===== src/hdl/telt_pkg.sv =====
package telt_pkg;

  // request operation codes
  localparam logic [2:0] FUNC_ADD    = 3'd0;
  localparam logic [2:0] FUNC_REMOVE = 3'd1;
  localparam logic [2:0] FUNC_CLEAR  = 3'd2;
  localparam logic [2:0] FUNC_TICK   = 3'd3;
  localparam logic [2:0] FUNC_QUERY  = 3'd4;

  // result status codes
  localparam logic [1:0] STATUS_OK        = 2'd0;
  localparam logic [1:0] STATUS_FULL      = 2'd1;
  localparam logic [1:0] STATUS_UNTRACKED = 2'd2;
  localparam logic [1:0] STATUS_DUPLICATE = 2'd3;

  localparam int unsigned CountW = 9;
  localparam logic [CountW-1:0] COUNT_MAX = 9'd511;

  typedef enum logic [1:0] {
    PH_INCOMING = 2'd0,
    PH_TRACKING = 2'd1,
    PH_OUTGOING = 2'd2
  } phase_e;

  typedef enum logic [3:0] {
    S_IDLE = 4'b0001,
    S_WALK = 4'b0010,
    S_FILL = 4'b0100,
    S_DONE = 4'b1000
  } state_e;

endpackage


===== src/hdl/telt_cell.sv =====
module telt_cell import telt_pkg::*; #(
  parameter int unsigned IDENT_BITS = 16
) (
  input  logic                  clk_i,
  input  logic                  rst_ni,
  input  logic                  shift_i,
  input  logic                  valid_i,
  input  logic [IDENT_BITS-1:0] ident_i,
  input  phase_e                phase_i,
  output logic                  valid_o,
  output logic [IDENT_BITS-1:0] ident_o,
  output phase_e                phase_o
);

  logic                  valid_q;
  logic [IDENT_BITS-1:0] ident_q;
  phase_e                phase_q;

  always_ff @(posedge clk_i or negedge rst_ni) begin
    if (!rst_ni) begin
      valid_q <= 1'b0;
      phase_q <= PH_INCOMING;
    end else if (shift_i) begin
      valid_q <= valid_i;
      phase_q <= phase_i;
    end
  end

  // identifier is only looked at while the slot is valid
  always_ff @(posedge clk_i) begin
    if (shift_i) begin
      ident_q <= ident_i;
    end
  end

  assign valid_o = valid_q;
  assign ident_o = ident_q;
  assign phase_o = phase_q;

endmodule


===== src/hdl/tracked_entry_lifecycle_table.sv =====
// sequence: a request is taken in idle, then one walk lap passes every slot by the update head;
//   an add that stores a new identifier makes a second lap, then the result is registered
// throughput: one request at a time, set by the ring of slot cells that rotates one slot
//   past the single update head per cycle; the result waits while an older one is stalled
// reset: all slot valid bits and phases clear at once, no clearing pass, no result pending
module tracked_entry_lifecycle_table import telt_pkg::*; #(
  parameter int unsigned TABLE_ENTRIES = 256,
  parameter int unsigned IDENT_BITS    = 16
) (
  input  logic              clk_i,
  input  logic              rst_ni,
  // request side
  input  logic              in_valid_i,
  output logic              in_stall_o,
  input  logic [2:0]        func_i,
  input  logic [15:0]       entity_id_i,
  // result side
  output logic              out_valid_o,
  input  logic              out_stall_i,
  output logic [CountW-1:0] known_count_o,
  output logic              is_tracking_o,
  output logic              is_removing_o,
  output logic [1:0]        status_o
);

  localparam int unsigned CntW = $clog2(TABLE_ENTRIES);

  // ring of slot cells, the tail feeds the update head which feeds cell 0
  logic                  v_chain  [TABLE_ENTRIES];
  logic [IDENT_BITS-1:0] id_chain [TABLE_ENTRIES];
  phase_e                ph_chain [TABLE_ENTRIES];

  logic                  head_v;
  logic [IDENT_BITS-1:0] head_id;
  phase_e                head_ph;
  logic                  shift;

  for (genvar gi = 0; gi < TABLE_ENTRIES; gi++) begin : g_ring
    if (gi == 0) begin : g_first
      telt_cell #(.IDENT_BITS(IDENT_BITS)) u_cell (
        .clk_i   (clk_i),
        .rst_ni  (rst_ni),
        .shift_i (shift),
        .valid_i (head_v),
        .ident_i (head_id),
        .phase_i (head_ph),
        .valid_o (v_chain[gi]),
        .ident_o (id_chain[gi]),
        .phase_o (ph_chain[gi])
      );
    end else begin : g_next
      telt_cell #(.IDENT_BITS(IDENT_BITS)) u_cell (
        .clk_i   (clk_i),
        .rst_ni  (rst_ni),
        .shift_i (shift),
        .valid_i (v_chain[gi-1]),
        .ident_i (id_chain[gi-1]),
        .phase_i (ph_chain[gi-1]),
        .valid_o (v_chain[gi]),
        .ident_o (id_chain[gi]),
        .phase_o (ph_chain[gi])
      );
    end
  end

  // identifier of the incoming request, cut to IDENT_BITS bits or zero-extended above 16 bits
  logic [IDENT_BITS-1:0] id_in;
  if (IDENT_BITS <= 16) begin : g_id_narrow
    assign id_in = entity_id_i[IDENT_BITS-1:0];
  end else begin : g_id_wide
    assign id_in = {{(IDENT_BITS-16){1'b0}}, entity_id_i};
  end

  state_e                state_q, state_d;
  logic [CntW-1:0]       cnt_q, cnt_d;
  logic [2:0]            func_q;
  logic [IDENT_BITS-1:0] id_q;

  // walk accumulators
  logic              hit_q, hit_d;        // id seen before update
  logic              found_q, found_d;    // id present after update
  phase_e            found_ph_q, found_ph_d;
  logic              free_q, free_d;      // some slot was empty
  logic              ins_done_q, ins_done_d;
  logic [CountW-1:0] count_q, count_d;

  // result register
  logic              out_valid_q, out_valid_d;
  logic [CountW-1:0] known_count_q;
  logic              is_tracking_q, is_removing_q;
  logic [1:0]        status_q;
  logic              load_out;

  logic                  tail_v;
  logic [IDENT_BITS-1:0] tail_id;
  phase_e                tail_ph;
  logic                  match_pre;
  logic                  last;

  assign tail_v    = v_chain[TABLE_ENTRIES-1];
  assign tail_id   = id_chain[TABLE_ENTRIES-1];
  assign tail_ph   = ph_chain[TABLE_ENTRIES-1];
  assign match_pre = tail_v && (tail_id == id_q);
  assign shift     = (state_q == S_WALK) || (state_q == S_FILL);
  assign last      = (cnt_q == CntW'(TABLE_ENTRIES - 1));
  assign in_stall_o = (state_q != S_IDLE);

  // update head: applies the request to the slot passing by
  always_comb begin
    head_v  = tail_v;
    head_id = tail_id;
    head_ph = tail_ph;
    if (state_q == S_WALK) begin
      case (func_q)
        FUNC_REMOVE, FUNC_CLEAR: begin
          // remove (matching slot) or clear (every valid slot) drops an incoming slot and retires a tracked one
          if ((func_q == FUNC_CLEAR && tail_v) || (func_q == FUNC_REMOVE && match_pre)) begin
            if (tail_ph == PH_INCOMING) begin
              head_v  = 1'b0;
              head_ph = PH_INCOMING;
            end else if (tail_ph == PH_TRACKING) begin
              head_ph = PH_OUTGOING;
            end
          end
        end
        FUNC_TICK: begin
          if (tail_v) begin
            if (tail_ph == PH_INCOMING) begin
              head_ph = PH_TRACKING;
            end else if (tail_ph == PH_OUTGOING) begin
              head_v  = 1'b0;
              head_ph = PH_INCOMING;
            end
          end
        end
        default: begin
          // add looks only, query changes nothing
        end
      endcase
    end else if (state_q == S_FILL) begin
      // second lap of an add: store into the first empty slot
      if (!tail_v && !ins_done_q) begin
        head_v  = 1'b1;
        head_id = id_q;
        head_ph = PH_INCOMING;
      end
    end
  end

  // accumulators and sequencing
  always_comb begin
    state_d     = state_q;
    cnt_d       = cnt_q;
    hit_d       = hit_q;
    found_d     = found_q;
    found_ph_d  = found_ph_q;
    free_d      = free_q;
    ins_done_d  = ins_done_q;
    count_d     = count_q;
    load_out    = 1'b0;
    out_valid_d = out_valid_q && out_stall_i;

    unique case (state_q)
      S_IDLE: begin
        if (in_valid_i) begin
          state_d    = S_WALK;
          cnt_d      = '0;
          hit_d      = 1'b0;
          found_d    = 1'b0;
          found_ph_d = PH_INCOMING;
          free_d     = 1'b0;
          ins_done_d = 1'b0;
          count_d    = '0;
        end
      end
      S_WALK: begin
        cnt_d = cnt_q + CntW'(1);
        if (match_pre) begin
          hit_d = 1'b1;
        end
        if (!tail_v) begin
          free_d = 1'b1;
        end
        if (head_v && head_id == id_q) begin
          found_d    = 1'b1;
          found_ph_d = head_ph;
        end
        if (head_v && head_ph != PH_INCOMING && count_q != COUNT_MAX) begin
          count_d = count_q + CountW'(1);
        end
        if (last) begin
          cnt_d = '0;
          if (func_q == FUNC_ADD && !found_d && free_d) begin
            state_d = S_FILL;
          end else begin
            state_d = S_DONE;
          end
        end
      end
      S_FILL: begin
        cnt_d = cnt_q + CntW'(1);
        if (!tail_v) begin
          ins_done_d = 1'b1;
        end
        if (last) begin
          cnt_d   = '0;
          state_d = S_DONE;
        end
      end
      S_DONE: begin
        // wait here while an older result is still held
        if (!out_valid_q || !out_stall_i) begin
          load_out    = 1'b1;
          out_valid_d = 1'b1;
          state_d     = S_IDLE;
        end
      end
      default: begin
        state_d = S_IDLE;
      end
    endcase
  end

  always_ff @(posedge clk_i or negedge rst_ni) begin
    if (!rst_ni) begin
      state_q     <= S_IDLE;
      cnt_q       <= '0;
      out_valid_q <= 1'b0;
      ins_done_q  <= 1'b0;
    end else begin
      state_q     <= state_d;
      cnt_q       <= cnt_d;
      out_valid_q <= out_valid_d;
      ins_done_q  <= ins_done_d;
    end
  end

  // request capture and walk payload
  always_ff @(posedge clk_i) begin
    if (state_q == S_IDLE && in_valid_i) begin
      func_q <= func_i;
      id_q   <= id_in;
    end
    hit_q      <= hit_d;
    found_q    <= found_d;
    found_ph_q <= found_ph_d;
    free_q     <= free_d;
    count_q    <= count_d;
  end

  // result fields from the finished walk
  logic       add_stored;
  logic [1:0] status_nx;

  assign add_stored = (func_q == FUNC_ADD) && !found_q && free_q;

  always_comb begin
    status_nx = STATUS_OK;
    if (func_q == FUNC_ADD) begin
      if (found_q) begin
        status_nx = STATUS_DUPLICATE;
      end else if (!free_q) begin
        status_nx = STATUS_FULL;
      end
    end else if (func_q == FUNC_REMOVE && !hit_q) begin
      status_nx = STATUS_UNTRACKED;
    end
  end

  always_ff @(posedge clk_i) begin
    if (load_out) begin
      known_count_q <= count_q;
      is_tracking_q <= add_stored || (found_q && found_ph_q != PH_OUTGOING);
      is_removing_q <= found_q && found_ph_q == PH_OUTGOING;
      status_q      <= status_nx;
    end
  end

  assign out_valid_o   = out_valid_q;
  assign known_count_o = known_count_q;
  assign is_tracking_o = is_tracking_q;
  assign is_removing_o = is_removing_q;
  assign status_o      = status_q;

endmodule


===== config.mk =====
export PLATFORM = sky130hd
export DESIGN_NAME = tracked_entry_lifecycle_table
export DESIGN_NICKNAME = d
export VERILOG_FILES = /design/src/hdl/telt_pkg.sv /design/src/hdl/telt_cell.sv /design/src/hdl/tracked_entry_lifecycle_table.sv
export SDC_FILE = /design/constraint.sdc
export NUM_CORES = 2
export LEC_CHECK = 0
export ABC_CLOCK_PERIOD_IN_PS = 149600
export BUFFER_PORTS_ARGS = -buffer_cell sky130_fd_sc_hd__buf_2
export CELL_PAD_IN_SITES_DETAIL_PLACEMENT = 0
export CELL_PAD_IN_SITES_GLOBAL_PLACEMENT = 2
export CORE_MARGIN = 10
export CORE_UTILIZATION = 56
export CTS_BUF_LIST = sky130_fd_sc_hd__clkbuf_2
export DETAILED_ROUTE_END_ITERATION = 16
export GPL_ROUTABILITY_DRIVEN = 0
export PLACE_DENSITY = 0.86
export SYNTH_ARGS = -nofsm -noshare
export SYNTH_HDL_FRONTEND = slang
export SYNTH_SLANG_ARGS = --single-unit

===== constraint.sdc =====
create_clock -name clk_i -period 149.6 [get_ports clk_i]
set_clock_uncertainty 0.05 [all_clocks]
set_input_delay 14.96 -clock clk_i [delete_from_list [all_inputs] [get_ports clk_i]]
set_output_delay 14.96 -clock clk_i [all_outputs]
set_load 0.02 [all_outputs]

==> impl_metrics.csv <==
group,metric,value,unit
cts,htreeDepth,7,
power_and_ir_drop,pwr-share-comb,7.1,%
worst_setup_path,crit_fanout,5,
routing,ant_nets,0,
routing,dr.pass1.iters,6,
status,status,"completed",
cts,numCtsBuffers,1201,
synthesis,synth.net_count,7664,
final_layout,nNetsFinal,8776,
synthesis,synth_ff_type,"edfxtp_1",
synthesis,synth_area_per_cell,20.3,µm²
synthesis,synth_cell_types,51,
sta,max_slew_margin,14.6,%
global_routing,use_met1,22.3,%
sta,timing.final.crit_share,12.3,%
sta,period_needed,18.40,ns
placed_design,placedCellCount,11200,
cts,ctsHoldBuffers,0,
floorplan,die-height,546,µm
synthesis,syn_inst,7638,
floorplan,coreArea,0.274,mm²
routing,drc,0,
synthesis,synthArstFlopShare,15.9,%
synthesis,synth_edf_count,4142,
routing,routed_wl,208,mm
cts,cts_tree,"yes",
worst_setup_path,reg2reg_slack,142.08,ns
power_and_ir_drop,seq_power_share,62.0,%
floorplan,initial_core_util,56.4,%
floorplan,die_x,546,µm
cts,clk_pin_slew_worst_paths,0.10,ns
global_routing,use_met3,4.28,%
global_routing,antenna_found_initial,16,
floorplan,pin_count,38,
synthesis,yosysSeqAreaShare,93.1,%
global_routing,track_usage,14.2,%
global_routing,grt_pass1_wl,341,mm
placed_design,port_buffers,37,
routing,wl_per_cell,15.8,µm
worst_setup_path,crit_required,134.59,ns
global_routing,grt_pass1_vias,64700,
synthesis,ys_warn_count,0,
cts,cts_root_buffer,"clkbuf_2",
global_routing,grt_max_degree,253,
power_and_ir_drop,internal_power,1950,µW
worst_setup_path,crit_buf_inv,2,
synthesis,ys_seq_elements,4924,
worst_setup_path,path_delay_family,"flip-flops",
global_routing,grt_busiest_layer,"met1",
floorplan,rows,192,
sta,final-max-slew-violation-count,0,
worst_setup_path,critPathSlowestCell,"dfstp_2",
worst_setup_path,criticalPathCategory,"flop to output port",
cts,post_cts_buffers,0,
job,drv_cap,0,
placed_design,dp_hpwl,93.2,mm
worst_setup_path,slowest_delay,0.57,ns
global_routing,globalRouteMet2Util,18.2,%
power_and_ir_drop,irDropWorstVdd,0.0165,mV
synthesis,synth_area_leaders,"edfxtp_1 (80%), dfrtp_1 (13%), nand2_1 (5.8%)",
power_and_ir_drop,power_frac_clock,30.9,%
floorplan,dieArea,0.298,mm²
worst_setup_path,path_cells,"nor4b_1, inv_1, buf_2",
final_layout,area_delta_synth_final,9.40,%
worst_setup_path,end_kind,"output port",
cts,clk_path_buf_depth,5,
sta,final_hold_viol_count,0,
power_and_ir_drop,leakage,0.0524,µW
synthesis,synth_top_area_cell,"edfxtp_1",
power_and_ir_drop,p_switching,672,µW
synthesis,yosysTopAreaCellShare,80.4,%
power_and_ir_drop,p_sw_share,25.6,%
sta,max_freq,0.0544,GHz
final_layout,drive_gt1_share,19.7,%
sta,tns,0,ns
worst_hold_path,hold_class,"flop to flop",
sta,rsz0062_at_grt,"no",
routing,routed_via_density,4.85,
final_layout,final_cells,13200,
worst_setup_path,startpoint_type,"flop",
cts,cts-resized-gates,0,
sta,tightest_slew,1.28,ns
power_and_ir_drop,p_per_area,15.5,mW/mm²
global_routing,grt-ovfl-total,0,
cts,clk_latency,1.97,ns
routing,vias,64100,
synthesis,synthesis.area,0.155,mm²
sta,setup_viol,0,
cts,cts_num_sinks,4924,
worst_setup_path,worstPathArrival,3.39,ns
routing,drtIter0Drc,5795,
metal layers:
metal | part of all wire (%) | vias up | routed length [µm]
met5 | 0 | - | 0
met2 | 43 | 1445 | 90500
met3 | 4.8 | 458 | 9940
met4 | 2.3 | 0 | 4800
li1 | - | 30400 | -
met1 | 49 | 31800 | 103000
cell families after synthesis:
kind of cell	share of synthesized area, %
adders and majority gates	0.0243
AOI/OAI and AO/OA	0.207
muxes	0.00647
buffers and inverters	0.546
DFF	93.1
and+or+nand+nor	6.04
xor gates and xnor gates	0.119
cell usage after synthesis (2+ instances only):
cell / instances
edfxtp_1: 4142
nand2_1: 2370
dfrtp_1: 781
clkbuf_1: 99
buf_2: 79
nor2_1: 19
o21ai_0: 19
xnor2_1: 19
nand3_1: 17
a21oi_1: 10
inv_1: 7
nor3_1: 7
and3_1: 5
nand4_1: 5
nor2b_1: 5
and2_1: 4
or3_1: 4
ha_1: 3
nand2b_1: 3
a22oi_1: 2
a31oi_1: 2
buf_1: 2
inv_2: 2
o21a_1: 2
o22ai_1: 2
o31ai_1: 2
xor2_1: 2
stage by stage:
| stage | hold slack [ns] | total power (µW) | worst slack, ns | utilization [%] | cell area (µm²) |
|---|---|---|---|---|---|
| 3_3_place_gp | 0.351 | 1840 | 131.21 | 58.1 | 159000 |
| 3_5_place_dp | 0.355 | 1850 | 131.08 | 58.1 | 159000 |
| 4_1_cts | 0.202 | 2670 | 130.79 | 61.7 | 169000 |
| 5_1_grt | 0.194 | 2770 | 130.85 | 61.7 | 169000 |
| 2_1_floorplan | 0.350 | 2450 | 99.36 | - | 155000 |
| 6_report | 0.180 | 2620 | 131.20 | 61.7 | 169000 |
registers in the layout (all words and copies together), names as in the netlist, 2 cells and up:
register                       count
g_ring.g_next.u_cell.ident_o    4080
g_ring.g_first.u_cell.phase_o      2
g_ring.g_first.u_cell.ident_o     16
state_q                            4
count_q                            9
cnt_q                              8
g_ring.g_next.u_cell.phase_o     510
found_ph_q                         2
known_count_o                      9
g_ring.g_next.u_cell.valid_o     255
id_q                              16
func_q                             3
status_o                           2
layout by cell type, fill, tap and decap left out, types with 2 or more instances in the layout:
cell	count
nor2_1	19
a31oi_1	2
nor2b_1	5
inv_2	15
and2_1	4
o21a_1	2
buf_4	38
bufinv_16	13
clkinvlp_4	3
o21ai_0	19
dfrtp_1	781
edfxtp_1	4142
inv_1	7
and3_1	5
xor2_1	2
o22ai_1	2
buf_12	15
buf_2	36
clkbuf_2	1721
nor3_1	7
o31ai_1	2
clkinv_1	194
nand4_1	5
nand3_1	17
diode_2	12
clkinv_2	18
nand2_1	2370
or3_1	3
ha_1	3
a21oi_1	10
nand2b_1	3
a22oi_1	2
xnor2_1	19
final timing paths:
kind,start,to,depth (start not counted)
max,state_q[0],in_stall_o,3
min,g_ring[47].g_next.u_cell.ident_o[3],g_ring[48].g_next.u_cell.ident_o[3],0
max reg2reg,state_q[1],g_ring[119].g_next.u_cell.ident_o[14],9
min reg2reg,g_ring[47].g_next.u_cell.ident_o[3],g_ring[48].g_next.u_cell.ident_o[3],0
max in group asynchronous,rst_ni,g_ring[62].g_next.u_cell.valid_o,4
min in group asynchronous,rst_ni,g_ring[6].g_next.u_cell.valid_o,1
power groups by stage:
stage          combinational (µW)  clock, µW  sequential (µW)
3_5_place_dp                  193          0             1660
3_3_place_gp                  186          0             1650
5_1_grt                       210        925             1630
2_1_floorplan                 137          0             2320
6_report                      186        810             1630
4_1_cts                       189        855             1630
cell type report:
class                      count  area [µm²]
sequential                  4924      144000
fill                       19200      105000
multi-input combinational   2522        9890
clock buffer                1721        8610
tap                         3686        4610
clock inverter               242        1280
timing repair buffer          90         781
inverter                      11        66.3
antenna                       12        30.0
(Power assumes the default switching activity.)
